**src/rtl/cfd_pkg.sv**
```systemverilog
// Package for the command frame deframer: configuration register indexes,
// parse phase, command kind and verdict codes, and the shared structs.
// No dependencies.
package cfd_pkg;

  localparam int unsigned CfgIdxW  = 3;
  localparam int unsigned CfgDataW = 16;

  typedef enum logic [CfgIdxW-1:0] {
    RegSyncFirst     = 3'd0,
    RegSyncSecond    = 3'd1,
    RegTextCommand   = 3'd2,
    RegBinaryCommand = 3'd3,
    RegSdfsCommand   = 3'd4,
    RegMaxPayload    = 3'd5,
    RegSdfsMaxLength = 3'd6
  } cfd_reg_e;

  localparam logic [7:0]  SyncFirstRst     = 8'hBE;
  localparam logic [7:0]  SyncSecondRst    = 8'hBA;
  localparam logic [7:0]  TextCommandRst   = 8'h5D;
  localparam logic [7:0]  BinaryCommandRst = 8'h5E;
  localparam logic [7:0]  SdfsCommandRst   = 8'h5F;
  localparam logic [15:0] MaxPayloadRst    = 16'd512;
  localparam logic [15:0] SdfsMaxLengthRst = 16'd512;

  typedef enum logic [7:0] {
    PhSync0   = 8'b0000_0001,
    PhSync1   = 8'b0000_0010,
    PhLen0    = 8'b0000_0100,
    PhLen1    = 8'b0000_1000,
    PhCmd     = 8'b0001_0000,
    PhPayload = 8'b0010_0000,
    PhCk0     = 8'b0100_0000,
    PhCk1     = 8'b1000_0000
  } cfd_phase_e;

  typedef enum logic [1:0] {
    KindText     = 2'd0,
    KindBinary   = 2'd1,
    KindSdfs     = 2'd2,
    KindUnrouted = 2'd3
  } cfd_kind_e;

  typedef enum logic [2:0] {
    VerdictAccept   = 3'd0,
    VerdictChecksum = 3'd1,
    VerdictOverlong = 3'd2,
    VerdictUnrouted = 3'd3,
    VerdictSdfsLen  = 3'd4
  } cfd_verdict_e;

  typedef struct packed {
    logic [7:0]  sync_first;
    logic [7:0]  sync_second;
    logic [7:0]  text_command;
    logic [7:0]  binary_command;
    logic [7:0]  sdfs_command;
    logic [15:0] max_payload;
    logic [15:0] sdfs_max_length;
  } cfd_cfg_t;

  typedef struct packed {
    logic         payload_valid;
    logic [7:0]   payload_byte;
    logic [1:0]   lane;
    logic         frame_end;
    cfd_verdict_e verdict;
    logic [15:0]  frame_length;
  } cfd_result_t;

endpackage

```
**src/rtl/cfd_if.sv**
```systemverilog
// Valid/ready channel interfaces of the command frame deframer: received
// byte beats in, result beats out. No dependencies.
interface cfd_rx_if;
  logic       valid;
  logic       ready;
  logic [7:0] rx_data;

  modport source (output valid, output rx_data, input ready);
  modport sink   (input valid, input rx_data, output ready);
endinterface

interface cfd_res_if;
  logic        valid;
  logic        ready;
  logic        payload_valid;
  logic [7:0]  payload_byte;
  logic [1:0]  lane;
  logic        frame_end;
  logic [2:0]  verdict;
  logic [15:0] frame_length;

  modport source (output valid, output payload_valid, output payload_byte, output lane,
                  output frame_end, output verdict, output frame_length, input ready);
  modport sink   (input valid, input payload_valid, input payload_byte, input lane,
                  input frame_end, input verdict, input frame_length, output ready);
endinterface

```
**src/rtl/cfd_cfg_regs.sv**
```systemverilog
// Configuration register file of the command frame deframer.
// Depends on cfd_pkg.
module cfd_cfg_regs (
  input  logic                         clk_i,
  input  logic                         rst_ni,
  input  logic                         cfg_we_i,
  input  logic [cfd_pkg::CfgIdxW-1:0]  cfg_index_i,
  input  logic [cfd_pkg::CfgDataW-1:0] cfg_wdata_i,
  output cfd_pkg::cfd_cfg_t            cfg_o
);

  cfd_pkg::cfd_cfg_t cfg_q;

  always_ff @(posedge clk_i or negedge rst_ni) begin
    if (!rst_ni) begin
      cfg_q.sync_first      <= cfd_pkg::SyncFirstRst;
      cfg_q.sync_second     <= cfd_pkg::SyncSecondRst;
      cfg_q.text_command    <= cfd_pkg::TextCommandRst;
      cfg_q.binary_command  <= cfd_pkg::BinaryCommandRst;
      cfg_q.sdfs_command    <= cfd_pkg::SdfsCommandRst;
      cfg_q.max_payload     <= cfd_pkg::MaxPayloadRst;
      cfg_q.sdfs_max_length <= cfd_pkg::SdfsMaxLengthRst;
    end else if (cfg_we_i) begin
      case (cfg_index_i)
        cfd_pkg::RegSyncFirst:     cfg_q.sync_first      <= cfg_wdata_i[7:0];
        cfd_pkg::RegSyncSecond:    cfg_q.sync_second     <= cfg_wdata_i[7:0];
        cfd_pkg::RegTextCommand:   cfg_q.text_command    <= cfg_wdata_i[7:0];
        cfd_pkg::RegBinaryCommand: cfg_q.binary_command  <= cfg_wdata_i[7:0];
        cfd_pkg::RegSdfsCommand:   cfg_q.sdfs_command    <= cfg_wdata_i[7:0];
        cfd_pkg::RegMaxPayload:    cfg_q.max_payload     <= cfg_wdata_i;
        cfd_pkg::RegSdfsMaxLength: cfg_q.sdfs_max_length <= cfg_wdata_i;
        default: ;
      endcase
    end
  end

  assign cfg_o = cfg_q;

endmodule

```
**src/rtl/cfd_parser.sv**
```systemverilog
// Frame parser of the command frame deframer: parse state registers and the
// per-byte next-state and result logic. Depends on cfd_pkg.
module cfd_parser (
  input  logic                  clk_i,
  input  logic                  rst_ni,
  input  logic                  accept_i,
  input  logic [7:0]            rx_data_i,
  input  cfd_pkg::cfd_cfg_t     cfg_i,
  output cfd_pkg::cfd_result_t  res_o
);

  cfd_pkg::cfd_phase_e phase_q, phase_d;
  cfd_pkg::cfd_kind_e  kind_q, kind_d;
  logic [15:0] len_q, len_d;
  logic [15:0] seen_q, seen_d;
  logic [15:0] sum_q, sum_d;
  logic [7:0]  ck_lo_q, ck_lo_d;
  logic        too_long_q, too_long_d;

  logic [15:0] sum_add;
  logic [15:0] seen_inc;
  logic [15:0] ck_word;

  assign sum_add  = sum_q + {8'd0, rx_data_i};
  assign seen_inc = seen_q + 16'd1;
  assign ck_word  = {rx_data_i, ck_lo_q};

  always_comb begin
    phase_d    = phase_q;
    kind_d     = kind_q;
    len_d      = len_q;
    seen_d     = seen_q;
    sum_d      = sum_q;
    ck_lo_d    = ck_lo_q;
    too_long_d = too_long_q;
    res_o      = '0;

    case (phase_q)
      cfd_pkg::PhSync0: begin
        if (rx_data_i == cfg_i.sync_first) begin
          sum_d   = {8'd0, rx_data_i};
          phase_d = cfd_pkg::PhSync1;
        end
      end
      cfd_pkg::PhSync1: begin
        if (rx_data_i == cfg_i.sync_second) begin
          sum_d   = sum_add;
          phase_d = cfd_pkg::PhLen0;
        end else if (rx_data_i == cfg_i.sync_first) begin
          sum_d = {8'd0, rx_data_i};
        end else begin
          phase_d = cfd_pkg::PhSync0;
        end
      end
      cfd_pkg::PhLen0: begin
        sum_d   = sum_add;
        len_d   = {8'd0, rx_data_i};
        phase_d = cfd_pkg::PhLen1;
      end
      cfd_pkg::PhLen1: begin
        sum_d      = sum_add;
        len_d      = {rx_data_i, len_q[7:0]};
        seen_d     = '0;
        too_long_d = len_d > cfg_i.max_payload;
        phase_d    = cfd_pkg::PhCmd;
      end
      cfd_pkg::PhCmd: begin
        sum_d = sum_add;
        if (rx_data_i == cfg_i.text_command) begin
          kind_d = cfd_pkg::KindText;
        end else if (rx_data_i == cfg_i.binary_command) begin
          kind_d = cfd_pkg::KindBinary;
        end else if (rx_data_i == cfg_i.sdfs_command) begin
          kind_d = cfd_pkg::KindSdfs;
        end else begin
          kind_d = cfd_pkg::KindUnrouted;
        end
        phase_d = (len_q != '0) ? cfd_pkg::PhPayload : cfd_pkg::PhCk0;
      end
      cfd_pkg::PhPayload: begin
        sum_d = sum_add;
        if (kind_q != cfd_pkg::KindUnrouted && !too_long_q) begin
          res_o.payload_valid = 1'b1;
          res_o.payload_byte  = rx_data_i;
        end
        seen_d = seen_inc;
        if (seen_inc >= len_q) begin
          phase_d = cfd_pkg::PhCk0;
        end
      end
      cfd_pkg::PhCk0: begin
        ck_lo_d = rx_data_i;
        phase_d = cfd_pkg::PhCk1;
      end
      cfd_pkg::PhCk1: begin
        res_o.frame_end = 1'b1;
        if (ck_word != sum_q) begin
          res_o.verdict = cfd_pkg::VerdictChecksum;
        end else if (too_long_q) begin
          res_o.verdict = cfd_pkg::VerdictOverlong;
        end else if (kind_q == cfd_pkg::KindUnrouted) begin
          res_o.verdict = cfd_pkg::VerdictUnrouted;
        end else if (kind_q == cfd_pkg::KindSdfs &&
                     (len_q == '0 || len_q > cfg_i.sdfs_max_length)) begin
          res_o.verdict = cfd_pkg::VerdictSdfsLen;
        end else begin
          res_o.verdict = cfd_pkg::VerdictAccept;
        end
        phase_d = cfd_pkg::PhSync0;
      end
      default: begin
        phase_d = cfd_pkg::PhSync0;
      end
    endcase

    if ((phase_q == cfd_pkg::PhCmd || phase_q == cfd_pkg::PhPayload ||
         phase_q == cfd_pkg::PhCk0 || phase_q == cfd_pkg::PhCk1) &&
        kind_d != cfd_pkg::KindUnrouted) begin
      res_o.lane = kind_d;
    end
    if (phase_q == cfd_pkg::PhLen1 || phase_q == cfd_pkg::PhCmd ||
        phase_q == cfd_pkg::PhPayload || phase_q == cfd_pkg::PhCk0 ||
        phase_q == cfd_pkg::PhCk1) begin
      res_o.frame_length = len_d;
    end
  end

  always_ff @(posedge clk_i or negedge rst_ni) begin
    if (!rst_ni) begin
      phase_q    <= cfd_pkg::PhSync0;
      kind_q     <= cfd_pkg::KindText;
      len_q      <= '0;
      seen_q     <= '0;
      sum_q      <= '0;
      ck_lo_q    <= '0;
      too_long_q <= 1'b0;
    end else if (accept_i) begin
      phase_q    <= phase_d;
      kind_q     <= kind_d;
      len_q      <= len_d;
      seen_q     <= seen_d;
      sum_q      <= sum_d;
      ck_lo_q    <= ck_lo_d;
      too_long_q <= too_long_d;
    end
  end

endmodule

```
**src/rtl/command_frame_deframer_unit.sv**
```systemverilog
// Top level of the command frame deframer: config registers, parser and
// result register. Depends on cfd_pkg, cfd_if, cfd_cfg_regs, cfd_parser.
//
// Takes one received byte per beat and gives exactly one result beat per byte,
// registered, in the cycle after the byte is taken. A byte can be taken every
// cycle; rx_i.ready drops only while the result register holds a beat that
// res_o is not taking. The parse state updates once per byte in the parser's
// combinational next-state logic, so throughput is one byte per clock while res_o takes beats.
module command_frame_deframer_unit (
  input  logic                         clk_i,
  input  logic                         rst_ni,
  cfd_rx_if.sink                       rx_i,
  cfd_res_if.source                    res_o,
  input  logic                         cfg_we_i,
  input  logic [cfd_pkg::CfgIdxW-1:0]  cfg_index_i,
  input  logic [cfd_pkg::CfgDataW-1:0] cfg_wdata_i
);

  cfd_pkg::cfd_cfg_t    cfg;
  cfd_pkg::cfd_result_t res_d, res_q;
  logic                 out_valid_q;
  logic                 accept;

  assign rx_i.ready = !out_valid_q || res_o.ready;
  assign accept     = rx_i.valid && rx_i.ready;

  cfd_cfg_regs u_cfg (
    .clk_i       (clk_i),
    .rst_ni      (rst_ni),
    .cfg_we_i    (cfg_we_i),
    .cfg_index_i (cfg_index_i),
    .cfg_wdata_i (cfg_wdata_i),
    .cfg_o       (cfg)
  );

  cfd_parser u_parser (
    .clk_i     (clk_i),
    .rst_ni    (rst_ni),
    .accept_i  (accept),
    .rx_data_i (rx_i.rx_data),
    .cfg_i     (cfg),
    .res_o     (res_d)
  );

  always_ff @(posedge clk_i or negedge rst_ni) begin
    if (!rst_ni) begin
      out_valid_q <= 1'b0;
    end else if (accept) begin
      out_valid_q <= 1'b1;
    end else if (res_o.ready) begin
      out_valid_q <= 1'b0;
    end
  end

  always_ff @(posedge clk_i) begin
    if (accept) begin
      res_q <= res_d;
    end
  end

  assign res_o.valid         = out_valid_q;
  assign res_o.payload_valid = res_q.payload_valid;
  assign res_o.payload_byte  = res_q.payload_byte;
  assign res_o.lane          = res_q.lane;
  assign res_o.frame_end     = res_q.frame_end;
  assign res_o.verdict       = res_q.verdict;
  assign res_o.frame_length  = res_q.frame_length;

  a_accept_fills: assert property (@(posedge clk_i) disable iff (!rst_ni)
    accept |=> out_valid_q)
    else $error("accepted byte produced no result beat");

  a_ready_when_empty: assert property (@(posedge clk_i) disable iff (!rst_ni)
    !out_valid_q |-> rx_i.ready)
    else $error("input stalled with empty result register");

  a_end_no_payload: assert property (@(posedge clk_i) disable iff (!rst_ni)
    (out_valid_q && res_q.frame_end) |-> !res_q.payload_valid)
    else $error("payload byte flagged on frame end beat");

  a_verdict_only_at_end: assert property (@(posedge clk_i) disable iff (!rst_ni)
    (out_valid_q && !res_q.frame_end) |-> (res_q.verdict == cfd_pkg::VerdictAccept))
    else $error("verdict given outside frame end");

  a_payload_has_length: assert property (@(posedge clk_i) disable iff (!rst_ni)
    (out_valid_q && res_q.payload_valid) |-> (res_q.frame_length != '0))
    else $error("payload byte in zero-length frame");

endmodule

```
**src/flat_wrapper.sv**
```systemverilog
// flat-port wrapper written by rule: the top's interface ports become plain ports
module command_frame_deframer_unit_flat 
  (clk_i, rst_ni, cfg_we_i, cfg_index_i, cfg_wdata_i, rx_i_valid, rx_i_rx_data, rx_i_ready, res_o_valid, res_o_payload_valid, res_o_payload_byte, res_o_lane, res_o_frame_end, res_o_verdict, res_o_frame_length, res_o_ready);
  cfd_rx_if rx_i_i ();
  cfd_res_if res_o_i ();
  input  logic clk_i;
  input  logic rst_ni;
  input  logic cfg_we_i;
  input  logic [cfd_pkg::CfgIdxW-1:0] cfg_index_i;
  input  logic [cfd_pkg::CfgDataW-1:0] cfg_wdata_i;
  input wire logic [$bits(rx_i_i.valid)-1:0] rx_i_valid;
  input wire logic [$bits(rx_i_i.rx_data)-1:0] rx_i_rx_data;
  output wire logic [$bits(rx_i_i.ready)-1:0] rx_i_ready;
  output wire logic [$bits(res_o_i.valid)-1:0] res_o_valid;
  output wire logic [$bits(res_o_i.payload_valid)-1:0] res_o_payload_valid;
  output wire logic [$bits(res_o_i.payload_byte)-1:0] res_o_payload_byte;
  output wire logic [$bits(res_o_i.lane)-1:0] res_o_lane;
  output wire logic [$bits(res_o_i.frame_end)-1:0] res_o_frame_end;
  output wire logic [$bits(res_o_i.verdict)-1:0] res_o_verdict;
  output wire logic [$bits(res_o_i.frame_length)-1:0] res_o_frame_length;
  input wire logic [$bits(res_o_i.ready)-1:0] res_o_ready;
  assign rx_i_i.valid = rx_i_valid;
  assign rx_i_i.rx_data = rx_i_rx_data;
  assign rx_i_ready = rx_i_i.ready;
  assign res_o_valid = res_o_i.valid;
  assign res_o_payload_valid = res_o_i.payload_valid;
  assign res_o_payload_byte = res_o_i.payload_byte;
  assign res_o_lane = res_o_i.lane;
  assign res_o_frame_end = res_o_i.frame_end;
  assign res_o_verdict = res_o_i.verdict;
  assign res_o_frame_length = res_o_i.frame_length;
  assign res_o_i.ready = res_o_ready;
  command_frame_deframer_unit u_core (.clk_i(clk_i), .rst_ni(rst_ni), .rx_i(rx_i_i), .res_o(res_o_i), .cfg_we_i(cfg_we_i), .cfg_index_i(cfg_index_i), .cfg_wdata_i(cfg_wdata_i));
endmodule
```
**config.mk**
```make
export PLATFORM = sky130hd
export DESIGN_NAME = command_frame_deframer_unit_flat
export DESIGN_NICKNAME = d
export VERILOG_FILES = /design/src/rtl/cfd_pkg.sv /design/src/rtl/cfd_if.sv /design/src/rtl/cfd_cfg_regs.sv /design/src/rtl/cfd_parser.sv /design/src/rtl/command_frame_deframer_unit.sv /design/src/flat_wrapper.sv
export SDC_FILE = /design/constraint.sdc
export NUM_CORES = 1
export LEC_CHECK = 0
export BUFFER_PORTS_ARGS = -buffer_cell sky130_fd_sc_hd__buf_4
export CORE_MARGIN = 4
export CORE_UTILIZATION = 45
export CTS_CLUSTER_SIZE = 25
export DETAILED_ROUTE_END_ITERATION = 8
export HOLD_SLACK_MARGIN = 0.02
export PLACE_DENSITY_LB_ADDON = 0.1
export SYNTH_ARGS = -nofsm -noshare
export SYNTH_HDL_FRONTEND = slang
export SYNTH_SLANG_ARGS = --single-unit
export TNS_END_PERCENT = 30
```
**constraint.sdc**
```tcl
create_clock -name clk_i -period 7.95 [get_ports clk_i]
set_input_delay 1.59 -clock clk_i [delete_from_list [all_inputs] [get_ports clk_i]]
set_output_delay 1.59 -clock clk_i [all_outputs]
set_load 0.02 [all_outputs]
```
## Yosys cells after proc, flatten, opt, wreduce, memory -nomap -nowiden

Cells that the tools add are included.

- $add $sub $neg: 2
- Magnitude comparators: 3
- Equality and inequality tests: 27
- Multiplexer cells: 23
- Bitwise logic cells: 1
- Reductions and logical operators: 37

Operators by type and width:

| operator | count |
|---|---|
| 16-bit case mux with 2 select lines | 2 |
| 8-bit case mux with 7 select lines | 1 |
| 16-bit case mux with 3 select lines | 1 |
| 8-bit equality test | 5 |
| 16-bit greater-than comparator | 2 |
| 16-bit 2-to-1 mux | 2 |
| 8-bit 2-to-1 mux | 4 |
| 2-bit AND reduction | 12 |
| 16-bit by 1-bit adder with 16-bit output, second input constant | 1 |
| 16-bit by 8-bit adder with 16-bit output | 1 |
| 16-bit greater-or-equal comparator | 1 |
| 16-bit zero test | 1 |
| 16-bit inequality test | 1 |
| 16-bit nonzero test | 1 |
| 3-bit 2-to-1 mux | 4 |
| 3-bit equality test, second input constant | 3 |
| 1-bit logical OR | 9 |
| 9-bit 2-to-1 mux | 1 |
| 8-bit by 1-bit equality test with 1-bit output, second input constant | 1 |
| 8-bit by 2-bit equality test with 1-bit output, second input constant | 1 |
| 8-bit by 3-bit equality test with 1-bit output, second input constant | 1 |
| 8-bit by 4-bit equality test with 1-bit output, second input constant | 1 |
| 8-bit by 5-bit equality test with 1-bit output, second input constant | 1 |
| 8-bit by 6-bit equality test with 1-bit output, second input constant | 1 |
| other kinds (20) | 35 |

- Register bits after elaboration: 171
- Input bits: 32
- Output and inout port bits: 33
- Word-level logic and storage cells: 116

## Depth between registers and ports, before layout

Gate-level depths: netlist (run 1).

- Depth in word-level cells: 8
- Mapped depth: 13
- Mapped depth without buffers: 11

## By module

Synthesis (run 1) repeated with hierarchy kept, for this count alone.

- Cell total of the unflattened synthesis: 858
- Area total of the unflattened synthesis: 9,640.5 um^2

Modules (own cells, without submodules):

| module | times used | cells an instance | area an instance (um^2) |
|---|---|---|---|
| cfd_parser | 1 | 663 | 5,849.4 |
| cfd_cfg_regs | 1 | 160 | 2,806.4 |
| command_frame_deframer_unit | 1 | 35 | 984.7 |

## Least setup slack after synthesis (run 1)

Ideal clock, no wire load.

- Kind: input to register
- From: in res_o_ready
- To: reg u_core.u_parser.seen_q[15]
- Arrival time: 3,762 ps
- Data required time: 7,854 ps
- Path slack: 4,092 ps
- Stages: 7
- Buffers on the path: 2
- Cells stage by stage: nand2b_1 nand2_1 buf_2 inv_1 nand3_1 clkbuf_1 o31ai_1

- Word-level cells in the longest chain between the ends: 3

RTL lines:

| what | line | RTL |
|---|---|---|
| from (decl) | flat_wrapper.sv:21 | `input wire logic [$bits(res_o_i.ready)-1:0] res_o_ready;` |
| 1-bit logical OR | command_frame_deframer_unit.sv:24 | `assign rx_i.ready = !out_valid_q \|\| res_o.ready;` |
| 1-bit logical AND | command_frame_deframer_unit.sv:25 | `assign accept = rx_i.valid && rx_i.ready;` |
| named net u_core.accept | command_frame_deframer_unit.sv:22 | `logic accept;` |
| 2-bit AND reduction (no source line) | -- |  |
| to (signal assigned) | cfd_parser.sv:141 | `seen_q <= seen_d;` |
| to (decl) | cfd_parser.sv:15 | `logic [15:0] seen_q, seen_d;` |

The timed path passes the listed nets, and every way through them passes these cells.
A chain may end at the register's enable or synchronous reset.

## Final worst setup path (run 1)

- From: in res_o_ready
- To: reg u_core.u_parser.seen_q[11]

Same word-level chain as after synthesis.

==> results of run 1 <==
-- placed cells by master (no fill, tap or decap), types with 5 or more instances in the layout --
cell,netlist,routed
a22o_1,19,19
o21ai_1,8,8
and3_1,11,11
clkbuf_16,0,20
nand2_1,55,55
xor2_1,54,54
o31ai_1,7,7
nor2b_1,5,5
nand3_1,16,16
nor4_1,12,12
edfxtp_1,31,31
ha_1,57,57
mux2_2,81,81
a21o_1,15,15
a22oi_1,5,5
a211oi_1,6,6
o211ai_1,5,5
dfrtp_1,110,110
dfstp_2,30,30
and4_1,5,5
and2_1,16,16
inv_1,60,60
nor2_1,35,35
nand4_1,19,19
o21ai_0,43,43
a21oi_1,31,31
xnor2_1,26,26
mux2i_1,11,11
buf_4,3,69
-- report_power, final --
| group | internal (W) | total [W] | switching [W] |
|---|---|---|---|
| combinational | 0.000323 | 0.000678 | 0.000355 |
| sequential | 0.00106 | 0.00120 | 0.000140 |
| clock | 0.000506 | 0.000890 | 0.000384 |
| total | 0.00189 | 0.00277 | 0.000880 |
-- flip-flops by register name, indices dropped and copies added, names as in the netlist, 3 cells and up --
name and flops:
u_core.res_o.verdict 3, u_core.res_o.frame_length 16, u_core.u_parser.phase_q 8, u_core.res_o.payload_byte 8, u_core.u_parser.sum_q 16, u_core.u_parser.seen_q 16
u_core.u_parser.ck_lo_q 8, u_core.u_cfg.cfg_o 72, u_core.u_parser.len_q 16
-- worst reg2reg max path: cells and delay by family (launching register included) --
kind / cells / cell delay (ns)
xor+xnor: 1 / 0.21
compound gates: 4 / 0.91
simple gates: 4 / 1.06
mux: 1 / 0.34
flops: 1 / 0.46
fa+ha+maj: 1 / 0.30
-- through the flow --
step	power, W	util (%)	hold slack, ns	setup slack, ns
after floorplan	0.00168	-	0.471	4.09
after global placement	0.00188	49.4	0.489	3.84
after detailed placement	0.00189	49.4	0.493	3.82
after CTS	0.00279	52.4	0.509	4.28
after global routing	0.00293	52.4	0.514	3.96
final	0.00277	52.4	0.505	4.28
-- how the worst max path moves through the flow --
stage,endpoint,startpoint,slack [ns]
after detailed placement,u_core.u_parser.seen_q[11]$_DFFE_PN0P_,res_o_ready,3.82
after CTS,u_core.u_parser.seen_q[11]$_DFFE_PN0P_,res_o_ready,4.28
after global routing,u_core.u_parser.seen_q[11]$_DFFE_PN0P_,res_o_ready,3.96
after global placement,u_core.u_parser.seen_q[11]$_DFFE_PN0P_,res_o_ready,3.84
after floorplan,u_core.u_parser.seen_q[15]$_DFFE_PN0P_,res_o_ready,4.09
final,u_core.u_parser.seen_q[11]$_DFFE_PN0P_,res_o_ready,4.28
-- layer usage --
metal / track usage [%] / up-vias / share of wire (%)
met1: 30.4 / 3404 / 48
met5: 0 / - / 0
met3: 4.17 / 20 / 5.4
li1: - / 3265 / -
met2: 32.8 / 170 / 46
met4: 4.75 / 0 / 1.0
-- cells by family after synthesis --
group,synth area share (%)
AND/OR/NAND/NOR,12.2
AO/OA/AOI/OAI,12.1
flip-flops,46.2
multiplexers,11.0
buffers and inverters,3.77
XOR/XNOR,7.23
adder cells (fa/ha/maj),7.57
-- area by class of cell --
| type | count | area (µm²) |
|---|---|---|
| Tap cell | 275 | 344 |
| Multi-Input combinational cell | 609 | 4850 |
| Timing Repair Buffer | 70 | 529 |
| Fill cell | 1875 | 10000 |
| Inverter | 60 | 225 |
| Clock inverter | 11 | 116 |
| Sequential cell | 171 | 4470 |
| Clock buffer | 21 | 514 |
==> flow_summary.json, run 1 <==
{
  "yosys.area.top_type": "dfrtp_1",
  "synthCells": 871,
  "cpMostUsedCell": "buf_4",
  "drv_slew": 0,
  "synth_nets": 961,
  "yosys.area.top_type_share_pct": 28.4,
  "instances_no_fill": 1217,
  "worstSetupPathType": "in -> reg",
  "cpPeakStageDelay_ns": 0.68,
  "period_needed_ns": 3.67,
  "drtIter0Drc": 494,
  "rrSetupSlack_ns": 4.57,
  "synth-edff-count": 31,
  "grt_pass1_vias": 6828,
  "fin_area_mm2": 0.0111,
  "clk_pin_slew_ns": 0.07,
  "r2r_cells": 11,
  "yosys_warnings": 0,
  "synth_area_leaders": "dfrtp_1 (28%), edfxtp_1 (9.6%), mux2_2 (9.4%)",
  "clk_latency_ns": 0.44,
  "synth_area_mm2": 0.00969,
  "crit_chain": "buf_4 -> nand2b_1 -> nand2_1 -> inv_1 -> buf_4 -> nand3_1 -> a31oi_1 -> o21ai_0 -> o31ai_1",
  "setup_viol": 0,
  "cp.required_ns": 8.28,
  "crit_family": "simple AND/OR/NAND/NOR gates",
  "initial_core_util_pct": 45.9,
  "cts_resized": 0,
  "route.final.wire_length_mm": 24.1,
  "dpl_cell_area_mm2": 0.0104,
  "vias": 6859,
  "drtAntennaViolNets": 0,
  "hold_path_end": "u_core.u_cfg.cfg_o[27]$_DFFE_PN0P_",
  "antenna_found_initial": 0,
  "ys_seq_area_share_pct": 46.2,
  "dieHeight_um": 155,
  "synth-seq-cells": 171,
  "async_flop_share_pct": 81.9,
  "cts_made_buffers": 17,
  "grt_max_degree": 88,
  "max_slew.worst_pin.slew_ns": 1.01,
  "ys.flop_type": "dfrtp_1",
  "io_pins": 65,
  "holdPathStages": 1,
  "outcome": "completed",
  "remaining_drc_errors": 0,
  "end_kind": "register",
  "grt-ovfl-total": 0,
  "setup_tns_ns": 0,
  "rsz0062_at_grt": "no",
  "synth_most_common_cell": "dfrtp_1",
  "rows": 53,
  "first_pass_iters": 5,
  "syn_to_final_growth_pct": 14.1,
  "crit_arrival_ns": 3.99,
  "fin_nets": 1019,
  "drive_gt1_share_pct": 25.2,
  "die_w_um": 155,
  "cts.htree.levels": 4,
  "grt_first_pass_wirelength_mm": 39.3,
  "core_area_mm2": 0.0211,
  "grt_usage_pct": 21.0,
  "max_freq_mhz": 273,
  "relSlewSlack_pct": 32.3,
  "cts_root_buf": "clkbuf_16",
  "cp_max_fo": 35,
  "powerDensity_mw_per_mm2": 250,
  "die-area_mm2": 0.0239,
  "clock-skew-final_ns": 0.0151,
  "critPathSlowestCell": "nand3_1",
  "postCtsHoldBufs": 0,
  "r2r_end": "u_core.u_parser.phase_q[6]$_DFFE_PN0P_",
  "detail_route.wl_per_cell_um": 19.8,
  "clkSinkCount": 171,
  "hold_path_class": "reg -> reg",
  "ctsLongestPathBuffers": 2,
  "dp_hpwl_mm": 16.5,
  "maxCapViolations": 0,
  "syn_area_per_cell_um2": 11.1,
  "gp_congestion": 0.851,
  "crit_cells": 9,
  "post_cts_buffers": 0,
  "leakagePower_nw": 5.04,
  "worstReg2RegStart": "u_core.u_parser.seen_q[2]$_DFFE_PN0P_",
  "port_buffers": 64,
  "hold_violations": 0,
  "synth_commonest_cells": "dfrtp_1 (110), mux2_2 (81), inv_1 (60), ha_1 (57), nand2_1 (55)",
  "vias_per_cell": 5.64,
  "finalCritPeriodShare_pct": 46.2,
  "crit_buf_inv": 3,
  "ys_types": 68,
  "hold_start": "u_core.u_cfg.cfg_o[27]$_DFFE_PN0P_",
  "dp_cells": 1185,
  "vdd_drop_max_v": 0.000176,
  "crit_path_start_kind": "primary input",
  "cts_tree": "built",
  "antenna_cells": 0
}
Note: power is estimated with default switching activity, not from simulation.
==> inputs of run 2 (changes only) <==
==> constraint.sdc (replaced) <==
create_clock -name clk_i -period 3 [get_ports clk_i]
set_input_delay 0.6 -clock clk_i [delete_from_list [all_inputs] [get_ports clk_i]]
set_output_delay 0.6 -clock clk_i [all_outputs]
set_load 0.02 [all_outputs]
==> flow_summary.json, run 2 (synthesis gave the netlist of run 1 again) <==
{
  "fin_nets": 1047,
  "worstSetupPathType": "reg -> reg",
  "multiInputGateArea_mm2": 0.00487,
  "hold_violations": 0,
  "relSlewSlack_pct": 48.1,
  "io_pins": 65,
  "cts_tree": "built",
  "largest_reg_flops": 72,
  "initial_core_util_pct": 45.9,
  "end_kind": "register",
  "regArea_mm2": 0.00447,
  "vias": 6905,
  "vdd_drop_max_v": 0.000399,
  "cp_max_fo": 7,
  "postCtsHoldBufs": 0,
  "rows": 53,
  "die_w_um": 155,
  "cp.required_ns": 3.31,
  "ctsLongestPathBuffers": 2,
  "gp_congestion": 0.820,
  "cts.htree.levels": 4,
  "route.final.wire_length_mm": 24.4,
  "antenna_found_initial": 0,
  "max_freq_mhz": 352,
  "num-fill-cells": 1885,
  "antenna_cells": 0,
  "mostFrequentLayoutCells": "dfrtp_1 (110), buf_4 (96), mux2_2 (81)",
  "grt_busiest_layer": "met1",
  "dp_cells": 1212,
  "clock-skew-final_ns": 0.00802,
  "crit_path_start_kind": "register",
  "grt_first_pass_wirelength_mm": 39.3,
  "setup_viol": 0,
  "max_slew.worst_pin.slew_ns": 0.776,
  "cts_made_buffers": 17,
  "use_met1_pct": 32.5,
  "clk_pin_slew_ns": 0.07,
  "instances_no_fill": 1245,
  "clkSinkCount": 171,
  "grt_usage_pct": 21.1,
  "drtAntennaViolNets": 0,
  "period_needed_ns": 2.84,
  "crit_arrival_ns": 3.15,
  "rsz0062_at_grt": "no",
  "dp_hpwl_mm": 17.9,
  "finalCritPeriodShare_pct": 94.7,
  "crit_family": "simple AND/OR/NAND/NOR gates",
  "die-area_mm2": 0.0239,
  "outcome": "completed",
  "remaining_drc_errors": 0,
  "leakagePower_nw": 5.18,
  "core_area_mm2": 0.0211,
  "met3_usage_pct": 3.44,
  "first_pass_iters": 4,
  "powerDensity_mw_per_mm2": 652,
  "layout_commonest_cell": "dfrtp_1",
  "crit_chain": "and3_1 -> and4_2 -> and3_2 -> nand3_1 -> xnor2_1 -> ha_1 -> a21oi_1 -> a21oi_1 -> a2111oi_4 -> a21boi_4 -> mux2_1",
  "port_buffers": 64,
  "maxCapViolations": 0,
  "cpMostUsedCell": "a21oi_1",
  "vias_per_cell": 5.55,
  "cpPeakStageDelay_ns": 0.39,
  "dieHeight_um": 155,
  "grt_max_degree": 63,
  "hold_path_class": "in -> async",
  "crit_buf_inv": 0,
  "setup_tns_ns": 0,
  "detail_route.wl_per_cell_um": 19.6,
  "clk_latency_ns": 0.43,
  "drv_slew": 0,
  "grt_pass1_vias": 6673,
  "critPathSlowestCell": "dfrtp_1",
  "drtIter0Drc": 406,
  "grt-ovfl-total": 0,
  "drive_gt1_share_pct": 27.7,
  "utilization_pct": 53.6,
  "syn_to_final_growth_pct": 16.8,
  "use_met2_pct": 31.5,
  "cts_root_buf": "clkbuf_16"
}
==> run 2: worst reg2reg max path: stages, from the launching register on <==
cell,delay (ns)
dfrtp_1,0.39
and3_1,0.20
and4_2,0.32
and3_2,0.26
nand3_1,0.13
xnor2_1,0.15
ha_1,0.31
a21oi_1,0.07
a21oi_1,0.23
a2111oi_4,0.06
a21boi_4,0.24
mux2_1,0.35
==> run 2: per-stage QoR <==
stage | hold WS [ns] | total power [W] | setup slack, ns | cell area, µm²
5_1_grt | 0.179 | 0.00782 | 0.0177 | 11300
4_1_cts | 0.176 | 0.00743 | 0.0694 | 11300
3_5_place_dp | 0.494 | 0.00505 | 0.0847 | 10600
3_3_place_gp | 0.489 | 0.00501 | 0.141 | 10600
6_report | 0.151 | 0.00738 | 0.160 | 11300
2_1_floorplan | 0.304 | 0.00446 | 0.0239 | 9700
==> run 2: what timing repair did <==
action / in CTS / in global routing
setup endpoints to repair: 0 / 8
setup buffers: 0 / 1
resized for setup: 0 / 4
==> run 2: per-layer routing <==
| layer | vias up | part of all wire (%) |
|---|---|---|
| met3 | 14 | 4.5 |
| li1 | 3311 | - |
| met2 | 151 | 44 |
| met4 | 0 | 0.74 |
| met5 | - | 0 |
| met1 | 3429 | 50 |
==> run 2: path summary, 6_finish.rpt <==
path | start | end | slack, ns | cells past startpoint
worst max-delay path | u_core.u_parser.seen_q[3]$_DFFE_PN0P_ | u_core.u_parser.phase_q[6]$_DFFE_PN0P_ | 0.16 | 11
worst min-delay path | rst_ni | u_core.u_parser.sum_q[12]$_DFFE_PN0P_ | 0.15 | 1
worst max register to register | u_core.u_parser.seen_q[3]$_DFFE_PN0P_ | u_core.u_parser.phase_q[6]$_DFFE_PN0P_ | 0.16 | 11
worst min register to register | u_core.u_cfg.cfg_o[22]$_DFFE_PN0P_ | u_core.u_cfg.cfg_o[22]$_DFFE_PN0P_ | 0.51 | 1
max in group asynchronous | rst_ni | u_core.u_parser.phase_q[0]$_DFFE_PN1P_ | 2.07 | 2
min in group clk_i | rx_i_valid | u_core.res_o.valid$_DFFE_PN0P_ | 0.38 | 2
==> run 2: cell type report <==
class	count	share of cell area, %
Multi-Input combinational cell	609	43.1
Sequential cell	171	39.5
Inverter	60	1.99
Clock buffer	21	4.65
Timing Repair Buffer	98	6.65
Tap cell	275	3.04
Clock inverter	11	1.03
==> run 2: power by group <==
group | total (W) | internal (W) | leakage [nW] | switching, W
registers | 0.00318 | 0.00280 | 1.99 | 0.000377
logic | 0.00183 | 0.000878 | 2.87 | 0.000950
clock network | 0.00237 | 0.00137 | 0.317 | 0.00100
total | 0.00738 | 0.00505 | 5.18 | 0.00233
